### src/design/pcfm_pkg.sv
// ----------------------------------------------------------------------------
// pcfm_pkg
// shared types and constants of the period capture frequency meter
// ----------------------------------------------------------------------------
package pcfm_pkg;

	localparam int CLK_W       = 26;  // timer clock register and frequency width
	localparam int CAP_IN_W    = 16;  // capture_value and period_ticks field width
	localparam int CAPTURE_DEF = 16;  // default timer width
	localparam int IN_DATA_W   = 24;
	localparam int OUT_DATA_W  = 48;
	localparam int ADDR_W      = 3;

	localparam logic [CLK_W-1:0] CLK_RESET = CLK_W'(1000000);

	localparam logic [1:0] CMD_CAPTURE = 2'd0;
	localparam logic [1:0] CMD_TIMEOUT = 2'd1;
	localparam logic [1:0] CMD_ACK     = 2'd2;

	localparam logic REG_TIMER_CLOCK = 1'b0;

	typedef enum logic [1:0] {
		ST_IDLE,
		ST_DIV,
		ST_PUSH
	} state_t;

endpackage

### src/design/pcfm_div.sv
// ----------------------------------------------------------------------------
// pcfm_div
// restoring divider, one quotient bit per cycle
// ----------------------------------------------------------------------------
module pcfm_div #(
	parameter int DIVIDEND_W = pcfm_pkg::CLK_W,
	parameter int DIVISOR_W  = pcfm_pkg::CAPTURE_DEF
) (
	input  logic                  clk,
	input  logic                  arst_n,
	input  logic                  start,
	input  logic [DIVIDEND_W-1:0] dividend,
	input  logic [DIVISOR_W-1:0]  divisor,
	output logic                  busy,
	output logic                  done,
	output logic [DIVIDEND_W-1:0] quotient
);
	import pcfm_pkg::*;

	localparam int CNT_W = (DIVIDEND_W > 1) ? $clog2(DIVIDEND_W) : 1;

	logic                  busy_q;
	logic                  done_q;
	logic [CNT_W-1:0]      cnt_q;
	logic [DIVIDEND_W-1:0] quo_q;
	logic [DIVISOR_W-1:0]  rem_q;
	logic [DIVISOR_W-1:0]  dsr_q;
	logic [DIVISOR_W:0]    trial;
	logic [DIVISOR_W:0]    diff;
	logic                  ge;

	// shift the next dividend bit into the partial remainder and try a subtract
	assign trial = {rem_q, quo_q[DIVIDEND_W-1]};
	assign diff  = trial - {1'b0, dsr_q};
	assign ge    = (trial >= {1'b0, dsr_q});

	always_ff @(posedge clk or negedge arst_n) begin
		if (!arst_n) begin
			busy_q <= 1'b0;
			done_q <= 1'b0;
			cnt_q  <= '0;
		end else begin
			done_q <= 1'b0;
			if (start) begin
				busy_q <= 1'b1;
				cnt_q  <= '0;
			end else if (busy_q) begin
				cnt_q <= cnt_q + 1'b1;
				if (cnt_q == CNT_W'(DIVIDEND_W - 1)) begin
					busy_q <= 1'b0;
					done_q <= 1'b1;
				end
			end
		end
	end

	always_ff @(posedge clk) begin
		if (start) begin
			quo_q <= dividend;
			rem_q <= '0;
			dsr_q <= divisor;
		end else if (busy_q) begin
			quo_q <= {quo_q[DIVIDEND_W-2:0], ge};
			rem_q <= ge ? diff[DIVISOR_W-1:0] : trial[DIVISOR_W-1:0];
		end
	end

	assign busy     = busy_q;
	assign done     = done_q;
	assign quotient = quo_q;

endmodule

### src/design/period_capture_frequency_meter.sv
// ----------------------------------------------------------------------------
// period_capture_frequency_meter
// reciprocal frequency meter working on pairs of capture timestamps
// ----------------------------------------------------------------------------
// Each command item is taken on the slave stream and answered by exactly one
// status item on the master stream (period, latched frequency, updated flag).
// A timeout or acknowledge command, a first capture and a second capture that
// needs no division pass through the push state to the output register. A
// second capture that latches a new frequency from a nonzero period waits in
// the divide state for the restoring divider, one quotient bit per cycle.
// The slave side is not ready while an item is in work; a result that waits
// for the master side holds the block in its output stage.
module period_capture_frequency_meter #(
	parameter int CAPTURE_WIDTH = pcfm_pkg::CAPTURE_DEF
) (
	input  logic                           clk,
	input  logic                           arst_n,
	// apb configuration
	input  logic                           psel,
	input  logic                           penable,
	input  logic                           pwrite,
	input  logic [pcfm_pkg::ADDR_W-1:0]    paddr,
	input  logic [31:0]                    pwdata,
	output logic [31:0]                    prdata,
	output logic                           pready,
	// command stream
	input  logic                           s_tvalid,
	output logic                           s_tready,
	input  logic [pcfm_pkg::IN_DATA_W-1:0] s_tdata,   // cmd[1:0], capture_value[17:2]
	// status stream
	output logic                           m_tvalid,
	input  logic                           m_tready,
	output logic [pcfm_pkg::OUT_DATA_W-1:0] m_tdata   // period_ticks[15:0],
	                                                  // frequency_hz[41:16],
	                                                  // freq_updated[42]
);
	import pcfm_pkg::*;

	state_t state_q, state_d;

	logic [CLK_W-1:0]         timer_clock_q;
	logic                     second_edge_q;
	logic [CAPTURE_WIDTH-1:0] first_ts_q;
	logic                     timed_out_q;
	logic [CAPTURE_WIDTH-1:0] period_q;
	logic [CLK_W-1:0]         freq_q;
	logic                     updated_q;

	logic                     m_tvalid_q;
	logic [CAP_IN_W-1:0]      out_period_q;
	logic [CLK_W-1:0]         out_freq_q;
	logic                     out_updated_q;

	logic [1:0]               cmd;
	logic [CAP_IN_W-1:0]      cap_in;
	logic [CAPTURE_WIDTH-1:0] cap;
	logic [CAPTURE_WIDTH-1:0] diff;
	logic [CAP_IN_W-1:0]      period_out;
	logic                     s_acc;
	logic                     out_free;
	logic                     div_start;
	logic                     div_busy;
	logic                     div_done;
	logic [CLK_W-1:0]         div_quot;
	logic                     cfg_wr;

	assign cmd    = s_tdata[1:0];
	assign cap_in = s_tdata[CAP_IN_W+1:2];

	generate
		if (CAPTURE_WIDTH >= CAP_IN_W) begin : g_wide
			assign cap        = CAPTURE_WIDTH'(cap_in);
			assign period_out = period_q[CAP_IN_W-1:0];
		end else begin : g_narrow
			assign cap        = cap_in[CAPTURE_WIDTH-1:0];
			assign period_out = CAP_IN_W'(period_q);
		end
	endgenerate

	// wrapped period modulo the timer width
	assign diff     = cap - first_ts_q;
	assign s_acc    = s_tvalid && s_tready;
	assign out_free = !m_tvalid_q || m_tready;

	assign div_start = s_acc && (cmd == CMD_CAPTURE) && second_edge_q && !timed_out_q
		&& !updated_q && (diff != '0);

	// configuration port
	assign pready = 1'b1;
	assign cfg_wr = psel && penable && pwrite && pready && (paddr[2] == REG_TIMER_CLOCK);

	always_comb begin
		prdata = '0;
		if (paddr[2] == REG_TIMER_CLOCK) begin
			prdata = 32'(timer_clock_q);
		end
	end

	always_ff @(posedge clk or negedge arst_n) begin
		if (!arst_n) begin
			timer_clock_q <= CLK_RESET;
		end else if (cfg_wr) begin
			timer_clock_q <= pwdata[CLK_W-1:0];
		end
	end

	pcfm_div #(
		.DIVIDEND_W (CLK_W),
		.DIVISOR_W  (CAPTURE_WIDTH)
	) u_div (
		.clk      (clk),
		.arst_n   (arst_n),
		.start    (div_start),
		.dividend (timer_clock_q),
		.divisor  (diff),
		.busy     (div_busy),
		.done     (div_done),
		.quotient (div_quot)
	);

	// sequencer
	always_ff @(posedge clk or negedge arst_n) begin
		if (!arst_n) begin
			state_q <= ST_IDLE;
		end else begin
			state_q <= state_d;
		end
	end

	always_comb begin
		state_d  = state_q;
		s_tready = 1'b0;
		unique case (state_q)
			ST_IDLE: begin
				s_tready = 1'b1;
				if (s_tvalid) begin
					state_d = div_start ? ST_DIV : ST_PUSH;
				end
			end
			ST_DIV: begin
				if (div_done) begin
					state_d = ST_PUSH;
				end
			end
			ST_PUSH: begin
				if (out_free) begin
					state_d = ST_IDLE;
				end
			end
			default: state_d = ST_IDLE;
		endcase
	end

	// measurement state
	always_ff @(posedge clk or negedge arst_n) begin
		if (!arst_n) begin
			second_edge_q <= 1'b0;
			first_ts_q    <= '0;
			timed_out_q   <= 1'b0;
			period_q      <= '0;
			freq_q        <= '0;
			updated_q     <= 1'b0;
		end else if (s_acc) begin
			case (cmd)
				CMD_CAPTURE: begin
					if (!second_edge_q) begin
						first_ts_q    <= cap;
						second_edge_q <= 1'b1;
						timed_out_q   <= 1'b0;
					end else begin
						second_edge_q <= 1'b0;
						if (!timed_out_q) begin
							period_q <= diff;
							// with no update pending, zero period latches frequency 0 and nonzero waits for the divider
							if (!updated_q && (diff == '0)) begin
								freq_q    <= '0;
								updated_q <= 1'b1;
							end
						end else begin
							timed_out_q <= 1'b0;
							if (!updated_q) begin
								freq_q    <= '0;
								updated_q <= 1'b1;
							end
						end
					end
				end
				CMD_TIMEOUT: timed_out_q <= 1'b1;
				CMD_ACK:     updated_q   <= 1'b0;
				default: ;
			endcase
		end else if ((state_q == ST_DIV) && div_done) begin
			freq_q    <= div_quot;
			updated_q <= 1'b1;
		end
	end

	// output register
	always_ff @(posedge clk or negedge arst_n) begin
		if (!arst_n) begin
			m_tvalid_q <= 1'b0;
		end else if ((state_q == ST_PUSH) && out_free) begin
			m_tvalid_q <= 1'b1;
		end else if (m_tready) begin
			m_tvalid_q <= 1'b0;
		end
	end

	always_ff @(posedge clk) begin
		if ((state_q == ST_PUSH) && out_free) begin
			out_period_q  <= period_out;
			out_freq_q    <= freq_q;
			out_updated_q <= updated_q;
		end
	end

	assign m_tvalid = m_tvalid_q;
	assign m_tdata  = {{(OUT_DATA_W - CAP_IN_W - CLK_W - 1){1'b0}},
		out_updated_q, out_freq_q, out_period_q};

`ifndef SYNTHESIS
	a_busy_not_ready: assert property (@(posedge clk) disable iff (!arst_n)
		s_tready |-> !div_busy)
		else $error("command taken while the divider is running");

	a_div_alive: assert property (@(posedge clk) disable iff (!arst_n)
		(state_q == ST_DIV) |-> (div_busy || div_done))
		else $error("waiting on a divider that is not running");

	a_start_idle: assert property (@(posedge clk) disable iff (!arst_n)
		div_start |=> (state_q == ST_DIV))
		else $error("divider started without entering the divide state");

	a_result_held: assert property (@(posedge clk) disable iff (!arst_n)
		(m_tvalid_q && !m_tready) |=> (m_tvalid_q && $stable(m_tdata)))
		else $error("pending result lost before transfer");
`endif

endmodule
### config.mk
export PLATFORM = sky130hd
export DESIGN_NAME = period_capture_frequency_meter
export DESIGN_NICKNAME = d
export VERILOG_FILES = /design/src/design/pcfm_pkg.sv /design/src/design/pcfm_div.sv /design/src/design/period_capture_frequency_meter.sv
export SDC_FILE = /design/constraint.sdc
export NUM_CORES = 1
export LEC_CHECK = 0
export ABC_AREA = 1
export BUFFER_PORTS_ARGS = -buffer_cell sky130_fd_sc_hd__buf_2
export CAP_MARGIN = 20
export CORE_ASPECT_RATIO = 0.5
export CORE_MARGIN = 10
export CORE_UTILIZATION = 37
export CTS_CLUSTER_DIAMETER = 100
export CTS_CLUSTER_SIZE = 24
export DETAILED_ROUTE_END_ITERATION = 10
export PLACE_DENSITY = 0.61
export SLEW_MARGIN = 20
export SYNTH_ARGS = -nofsm -noshare
export SYNTH_HDL_FRONTEND = slang
export SYNTH_SLANG_ARGS = --single-unit
### constraint.sdc
create_clock -name clk -period 3.6 [get_ports clk]
set_clock_uncertainty 0.15 [all_clocks]
set_input_delay 0 -clock clk [delete_from_list [all_inputs] [get_ports clk]]
set_output_delay 0 -clock clk [all_outputs]
set_load 0.05 [all_outputs]
==> impl_metrics.py, run 1 <==
metrics = {
    "sta": {
        "hold_slack_ns": -0.00302,
        "max_slew.worst_pin.slew_ns": 0.785,
        "post-route-min-period_ns": 3.20,
        "rsz0062_at_grt": "false",
        "setup_violations": 0,
        "period_share": 0.889,
        "tns_ns": 0,
        "slew_headroom": 0.476,
        "hold_viol_final": 1,
        "clock.fmax_mhz": 313,
        "maxSlewViolCount": 0,
    },
    "critical_path": {
        "required_ns": 3.75,
        "critical_path_class": "reg2reg",
        "crit_arrival_ns": 3.35,
        "r2r-start": "state_q[0]$_DFFE_PN0P_",
        "reg2reg_depth": 11,
        "critPathMaxFanout": 31,
        "cp-endpoint": "period_out[13]$_DFFE_PN0P_",
        "startpoint": "state_q[0]$_DFFE_PN0P_",
        "cp-start-kind": "flip-flop",
        "reg2reg_to": "period_out[13]$_DFFE_PN0P_",
        "critPathCaptureType": "flip-flop",
        "reg2reg_slack_ns": 0.40,
    },
    "placed_design": {
        "dp_hpwl_mm": 20.0,
        "port_buffers": 122,
        "gp_congestion": 0.886,
        "place_area_sq_um": 11000,
    },
    "floorplanning": {
        "core_area_sq_um": 26600,
        "die-area_sq_um": 34600,
        "chipWidth_microns": 253,
        "row_count": 42,
        "boundaryPins": 149,
        "die_h_microns": 137,
        "start_util": 0.378,
    },
    "drt": {
        "firstDrtPassIters": 5,
        "viasPerCell": 4.65,
        "dr_total_vias": 8087,
        "wire_per_inst_microns": 15.1,
        "wl_mm": 26.2,
        "first_iter_violations": 652,
        "route.detailed.drc": 0,
        "final_antenna_net_count": 0,
    },
    "clocking": {
        "clk_path_buf_depth": 2,
        "cts_sinks": 198,
        "h-tree-depth": 4,
        "cts_tree": "done",
        "clock_latency_ns": 0.46,
        "cts_buffers": 17,
        "root_buffer": "clkbuf_16",
        "clk_pin_slew_worst_paths_ns": 0.08,
        "cts_resized": 0,
    },
    "yosys": {
        "synth_common_cells": "nand2_1 (311), inv_1 (178), nor2_1 (156), nand3_1 (100), dfrtp_1 (90)",
        "netlist_instances": 1210,
        "yosysTopAreaCellShare": 0.254,
        "ys_seq_area_frac": 0.528,
        "yosysUniqueCellTypes": 39,
        "syn_area_sq_um": 10100,
        "synth_edf_count": 85,
        "synthArstFlopShare": 0.490,
        "ys_warn_count": 0,
        "synthTopCellsByArea": "edfxtp_1 (25%), dfrtp_1 (22%), nand2_1 (12%), inv_1 (6.6%), nor2_1 (5.8%)",
        "ys.flop_type": "dfrtp_1",
        "yosysMostFrequentCell": "nand2_1",
        "syn_area_per_cell_sq_um": 8.32,
        "ys_ff_latch": 198,
        "synth_top_cell_by_area": "edfxtp_1",
    },
    "power_and_ir_drop": {
        "worst_ir_drop_vdd_mv": 0.313,
        "totalPowerFinal_mw": 10.8,
        "powerDensity_nw_per_um2": 891,
        "leakage_nw": 6.19,
    },
    "finish": {
        "area_delta_synth_final_pct": 20.6,
        "nNetsFinal": 1475,
        "drive_gt1_frac": 0.141,
        "final_area_sq_um": 12100,
    },
    "global_routing": {
        "grt_overflow": 0,
        "grt_max_degree": 76,
        "grt_util_all_layers": 0.155,
        "grt_pass1_wl_mm": 42.3,
        "grt_pass1_vias": 7793,
        "antenna_found_initial": 0,
    },
    "outcome": {
        "outcome": "complete, but fails checks",
        "violations": "negative hold slack",
    },
    "min_path": {
        "min_path_type": "in2async",
    },
    "flow_run": {
        "cap_violations": 0,
    },
}
## metal layers
metal / up-vias / global-route usage / wire, microns
li1: 4149 / - / -
met1: 3744 / 0.220 / 13300
met2: 174 / 0.236 / 11400
met3: 20 / 0.0312 / 1140
met4: 0 / 0.0466 / 313
met5: - / 0 / 0
## how the worst min path moves through the flow
stage	depth (start not counted)	slack [ns]	endpoint
after CTS	5	0.007	timer_clock_q[17]$_DFFE_PN1P_
after detailed placement	2	0.05	m_tvalid$_DFFE_PN0P_
final	2	-0.003	first_ts_q[12]$_DFFE_PN0P_
after floorplan	0	-0.45	first_ts_q[0]$_DFFE_PN0P_
after global routing	2	0.07	first_ts_q[12]$_DFFE_PN0P_
after global placement	2	0.05	m_tvalid$_DFFE_PN0P_
## critical path, cell delays in order, from the launching register on
cell           delay, ns
dfrtp_1             0.42
nor2_1              0.13
nand2_1             0.13
inv_1               0.10
nand2_1             0.07
nor2_1              0.11
dlygate4sd3_1       0.59
inv_1               0.12
nor3_1              0.43
inv_1               0.52
nand2_1             0.18
o21ai_0             0.10
## layout by cell type (no fill, tap or decap), types with 9 or more instances in the layout
cell type	count
dlygate4sd3_1	49
dfrtp_1	90
a21oi_1	66
nand4_1	9
dfxtp_1	16
ha_1	33
buf_2	121
nand2_1	311
xnor2_1	9
conb_1	12
nand3_1	100
edfxtp_1	85
buf_4	17
inv_1	178
nand3b_1	15
nor2_1	155
o21ai_0	38
clkbuf_16	17
## where the power goes
group	switching [mW]	leakage (nW)	internal [mW]	total (mW)
logic	3.41	3.79	1.48	4.88
registers	0.482	2.10	3.43	3.91
clock network	0.993	0.308	1.03	2.02
total	4.88	6.19	5.93	10.8
## what timing repair did
item / CTS / global route
hold buffers: 49 / 0
hold endpoints to repair: 128 / 0
setup buffers: 0 / 0
## cells by family after synthesis
kind of cell	after synthesis	synth area share
simple gates	606	0.253
fa+ha+maj	35	0.0450
buf+inv	235	0.0971
flops	198	0.528
other cells	2	0.000746
mux	2	0.00211
xor+xnor	16	0.0139
compound gates	116	0.0607
## stage by stage
stage | hold slack, ns | util | worst slack (ns) | instances
finish | -0.00302 | 0.456 | 0.401 | 1740
global route | 0.0667 | 0.456 | 0.0782 | 1739
CTS | 0.00675 | 0.456 | 0.427 | 1739
detailed placement | 0.0483 | 0.413 | 0.465 | 1658
global placement | 0.0496 | 0.413 | 0.467 | 1658
floorplan | -0.446 | - | 0.349 | 1220
## registers in the layout, indices dropped and copies added, names as in the netlist, 2 cells and up
name,cells
freq_q,26
out_freq_q,26
timer_clock_q,26
u_div.quotient,26
first_ts_q,16
out_period_q,16
period_out,16
u_div.dsr_q,16
u_div.rem_q,16
u_div.cnt_q,5
state_q,2
## cell type report
cell class / instances / area [sq um]
clock buffers: 17 / 425
inverters: 182 / 683
multi-input cells: 787 / 3820
well taps: 352 / 440
fillers: 2601 / 14500
repair buffers: 188 / 1230
diodes: 1 / 2.50
clock inverters: 15 / 216
flip-flops and latches: 198 / 5310
No activity file was read; power rests on OpenSTA's default activity.
==> inputs of run 2 (changes only) <==
==> constraint.sdc (replaced) <==
create_clock -name clk -period 3.6 [get_ports clk]
set_clock_uncertainty 0.15 [all_clocks]
set_input_delay 0.54 -clock clk [delete_from_list [all_inputs] [get_ports clk]]
set_output_delay 0.54 -clock clk [all_outputs]
set_load 0.05 [all_outputs]
==> impl_metrics.py, run 2 (same netlist as run 1, synthesis figures left out) <==
metrics = {
    "outcome": {
        "outcome": "complete, but fails checks",
        "violations": "negative hold slack",
    },
    "floorplanning": {
        "die-area_sq_um": 34600,
        "row_count": 42,
        "boundaryPins": 149,
        "start_util": 0.378,
        "die_h_microns": 137,
        "core_area_sq_um": 26600,
        "chipWidth_microns": 253,
    },
    "clocking": {
        "clock_latency_ns": 0.46,
        "cts_sinks": 198,
        "h-tree-depth": 4,
        "cts_resized": 0,
        "cts_tree": "done",
        "clk_path_buf_depth": 2,
        "clk_pin_slew_worst_paths_ns": 0.08,
        "root_buffer": "clkbuf_16",
        "post_cts_buffers": 0,
        "cts_hold_buffers": 0,
        "cts_buffers": 17,
    },
    "drt": {
        "route.detailed.drc": 0,
        "final_antenna_net_count": 0,
        "firstDrtPassIters": 5,
        "first_iter_violations": 602,
        "wire_per_inst_microns": 15.6,
        "viasPerCell": 4.74,
        "wl_mm": 26.4,
        "dr_total_vias": 8013,
    },
    "critical_path": {
        "critPathCaptureType": "flip-flop",
        "cp-start-kind": "flip-flop",
        "cpMostUsedCell": "nand2_1",
        "crit_arrival_ns": 3.31,
        "slowest_delay_ns": 0.41,
        "crit_chain": "ha_1, fa_1, inv_1, nand2_1, nand2_1, nand3_1, nand2_1, nand2_1, nand3_1, nand2_1, inv_1, nand2_1, nor2_1, nand3_2, nand2_4, inv_2, nor2_1",
        "critPathMaxFanout": 27,
        "critical_path_class": "reg2reg",
        "slowest_stage": "fa_1",
        "required_ns": 3.83,
    },
    "min_path": {
        "min_path_type": "in2async",
    },
    "finish": {
        "n_antenna_cell": 0,
        "drive_gt1_frac": 0.147,
        "final_common_cell": "nand2_1",
        "nNetsFinal": 1428,
        "area_delta_synth_final_pct": 15.4,
        "final_cell_mix": "nand2_1 (311), inv_1 (178), nor2_1 (155)",
        "instances_no_fill": 1692,
        "nFillCells": 2660,
    },
    "sta": {
        "rsz0062_at_grt": "false",
        "hold_viol_final": 17,
        "hold_slack_ns": -0.0130,
        "clock.fmax_mhz": 324,
        "setup_violations": 0,
        "maxSlewViolCount": 0,
        "fin_ws_ns": 0.517,
        "tns_ns": 0,
        "post-route-min-period_ns": 3.08,
        "slew_headroom": 0.474,
        "period_share": 0.856,
        "max_slew.worst_pin.slew_ns": 0.788,
    },
    "power_and_ir_drop": {
        "totalPowerFinal_mw": 10.7,
        "leakage_nw": 5.97,
        "powerDensity_nw_per_um2": 922,
        "worst_ir_drop_vdd_mv": 0.301,
    },
    "placed_design": {
        "gp_congestion": 0.891,
        "dp_hpwl_mm": 20.2,
        "port_buffers": 122,
        "place_ws_ns": 0.218,
        "dp_cells": 1660,
    },
    "global_routing": {
        "grt_util_all_layers": 0.156,
        "grt_pass1_vias": 7826,
        "grt_max_degree": 53,
        "grt_pass1_wl_mm": 42.5,
        "antenna_found_initial": 0,
        "grt_overflow": 0,
    },
    "flow_run": {
        "cap_violations": 0,
    },
}
run 2: cell types whose count changed in the layout (fill, tap and decap cells not counted), sizes merged:
cell	delta
diode	-1
clkinvlp	+2
clkinv	+1
inv	-3
dlygate4sd3	-49
bufinv	-1
buf	+2
clkbuf	+1
run 2: power by group:
group | switching [mW] | leakage, nW | internal, mW
registers | 0.455 | 2.10 | 3.43
clock network | 0.951 | 0.276 | 0.936
logic | 3.48 | 3.60 | 1.46
total | 4.89 | 5.97 | 5.82
run 2: stage by stage:
step           instance area (sq um)  utilization
3_3_place_gp                   11000        0.415
3_5_place_dp                   11000        0.415
5_1_grt                        11600        0.437
2_1_floorplan                  10100            -
6_report                       11600        0.437
4_1_cts                        11600        0.437
run 2: area by class of cell:
cell class / instances / area (sq um) / share of cell area
well taps: 352 / 440 / 0.0379
clock inverters: 14 / 140 / 0.0121
inverters: 182 / 683 / 0.0588
flip-flops and latches: 198 / 5310 / 0.457
clock buffers: 18 / 439 / 0.0378
repair buffers: 141 / 781 / 0.0672
multi-input cells: 787 / 3820 / 0.329
run 2: final timing paths:
| check | endpoint | startpoint | slack (ns) | cells past startpoint |
|---|---|---|---|---|
| min in group clk | m_tvalid$_DFFE_PN0P_ | m_tready | 0.13 | 2 |
| min reg2reg | out_freq_q[22]$_DFFE_PP_ | freq_q[22]$_DFFE_PN0P_ | 0.30 | 0 |
| min | first_ts_q[14]$_DFFE_PN0P_ | arst_n | -0.01 | 1 |
| max in group asynchronous | freq_q[1]$_DFFE_PN0P_ | arst_n | 2.56 | 2 |
| max | u_div.done$_DFF_PN0_ | first_ts_q[0]$_DFFE_PN0P_ | 0.52 | 17 |
| max reg2reg | u_div.done$_DFF_PN0_ | first_ts_q[0]$_DFFE_PN0P_ | 0.52 | 17 |
run 2: per-layer routing:
metal,GRT usage,up-vias,share of wire
li1,-,4054,-
met1,0.222,3762,0.51
met2,0.237,174,0.44
met3,0.0256,23,0.046
met4,0.0496,0,0.012
met5,0,-,0
run 2: worst max-delay path, delay by kind of cell (launching register included):
family	cells	cell delay, ns
fa+ha+maj	2	0.63
flops	1	0.39
simple gates	12	1.44
buf+inv	3	0.42
==> inputs of run 3 (changes only) <==
- CELL_PAD_IN_SITES_DETAIL_PLACEMENT: unset -> 1
- CELL_PAD_IN_SITES_GLOBAL_PLACEMENT: unset -> 2
- CORE_UTILIZATION: 37 -> 34
- PLACE_DENSITY: 0.61 -> 0.85
- TNS_END_PERCENT: unset -> 1
==> impl_metrics.py, run 3 (same netlist as run 1, synthesis figures left out) <==
metrics = {
    "outcome": {
        "outcome": "finished clean",
    },
    "floorplanning": {
        "die-area_sq_um": 37300,
        "core_area_sq_um": 29100,
        "boundaryPins": 149,
        "die_h_microns": 142,
        "start_util": 0.346,
        "chipWidth_microns": 263,
        "row_count": 44,
    },
    "clocking": {
        "clk_path_buf_depth": 2,
        "root_buffer": "clkbuf_16",
        "cts_sinks": 198,
        "cts_resized": 0,
        "cts_tree": "done",
        "cts_hold_buffers": 1,
        "post_cts_buffers": 0,
        "clock_latency_ns": 0.46,
        "clk_pin_slew_worst_paths_ns": 0.08,
        "h-tree-depth": 4,
        "cts_buffers": 17,
    },
    "critical_path": {
        "reg2reg_to": "u_div.quotient[0]$_DFFE_PP_",
        "crit_chain": "ha_1, fa_1, inv_1, nand2_1, nand2_1, nand3_1, nand2_1, xnor2_1, nand3_1, nor2_1, nand3_1, nand3_1, nand2_1, buf_12",
        "critPathCaptureType": "flip-flop",
        "crit_buf_inv": 2,
        "required_ns": 3.66,
        "slowest_delay_ns": 0.41,
        "critPathTopFamily": "simple AND/OR/NAND/NOR gates",
        "slowest_stage": "fa_1",
        "crit_arrival_ns": 3.16,
        "critPathMaxFanout": 26,
        "reg2reg_slack_ns": 0.50,
        "critical_path_class": "reg2reg",
        "r2r-start": "first_ts_q[0]$_DFFE_PN0P_",
        "reg2reg_depth": 14,
        "cp-start-kind": "flip-flop",
    },
    "power_and_ir_drop": {
        "totalPowerFinal_mw": 10.8,
        "worst_ir_drop_vdd_mv": 0.415,
        "leakage_nw": 6.01,
        "powerDensity_nw_per_um2": 926,
    },
    "sta": {
        "tns_ns": 0,
        "clock.fmax_mhz": 323,
        "period_share": 0.861,
        "post-route-min-period_ns": 3.10,
        "setup_violations": 0,
        "max_slew.worst_pin.slew_ns": 0.814,
        "maxSlewViolCount": 0,
        "slew_headroom": 0.457,
        "rsz0062_at_grt": "false",
        "hold_viol_final": 0,
    },
    "drt": {
        "first_iter_violations": 475,
        "dr_total_vias": 8089,
        "route.detailed.drc": 0,
        "wire_per_inst_microns": 16.2,
        "final_antenna_net_count": 0,
        "firstDrtPassIters": 4,
        "viasPerCell": 4.67,
        "wl_mm": 28.1,
    },
    "global_routing": {
        "grt_util_all_layers": 0.153,
        "grt_pass1_vias": 8707,
        "grt_overflow": 0,
        "grt_max_degree": 53,
        "antenna_found_initial": 0,
        "grt_pass1_wl_mm": 46.2,
    },
    "finish": {
        "nNetsFinal": 1430,
        "final_core_util": 0.403,
        "final_area_sq_um": 11700,
        "final_cell_mix": "nand2_1 (311), inv_1 (178), nor2_1 (155)",
        "final_common_cell": "nand2_1",
        "drive_gt1_frac": 0.146,
        "n_antenna_cell": 0,
        "area_delta_synth_final_pct": 16.4,
    },
    "min_path": {
        "min_from": "m_tready",
        "min_path_type": "in2reg",
        "min_path_cells": 2,
        "min_to": "m_tvalid$_DFFE_PN0P_",
    },
    "placed_design": {
        "place_area_sq_um": 11100,
        "port_buffers": 122,
        "dp_hpwl_mm": 21.4,
        "gp_congestion": 0.806,
    },
    "flow_run": {
        "cap_violations": 0,
    },
}
[run 3: cell types whose count changed in the layout (fill, tap and decap cells not counted), sizes merged]
cell / change
clkinvlp: -3
buf: +1
bufinv: +2
inv: +1
dlygate4sd3: +1
[run 3: layout make-up]
cell class,count,area [sq um]
clock buffers,18,429
clock inverters,14,165
multi-input cells,787,3820
well taps,391,489
repair buffers,143,811
inverters,182,683
flip-flops and latches,198,5310
fillers,3558,17400
[run 3: worst max-delay path by stage]
stage	to	cells past startpoint	from
2_1_floorplan	u_div.quotient[0]$_DFFE_PP_	16	s_tdata[2]
3_3_place_gp	u_div.quotient[3]$_DFFE_PP_	16	s_tdata[2]
3_5_place_dp	u_div.quotient[3]$_DFFE_PP_	16	s_tdata[2]
4_1_cts	u_div.quotient[0]$_DFFE_PP_	14	first_ts_q[0]$_DFFE_PN0P_
5_1_grt	u_div.quotient[0]$_DFFE_PP_	17	first_ts_q[0]$_DFFE_PN0P_
6_report	u_div.quotient[0]$_DFFE_PP_	14	first_ts_q[0]$_DFFE_PN0P_
[run 3: report_power, final]
group          switching, mW  leakage, nW  internal (mW)
Combinational           3.49         3.62           1.47
Sequential             0.497         2.10           3.43
Clock                  0.910        0.294           1.04
[run 3: metrics by stage]
stage | hold WS [ns] | std cells | worst slack, ns
final | 0.136 | 1733 | 0.501
after CTS | 0.112 | 1733 | 0.447
after floorplan | 0.0944 | 1220 | 0.225
after global placement | 0.285 | 1700 | 0.177
after detailed placement | 0.287 | 1700 | 0.142
after global routing | 0.144 | 1733 | 0.199
[run 3: layer usage]
metal  routed length, microns  up-vias  track usage
met5                        0        -            0
li1                         -     4046            -
met4                      342        0       0.0376
met2                    13900      118        0.272
met3                      982       23       0.0377
met1                    12900     3902        0.182
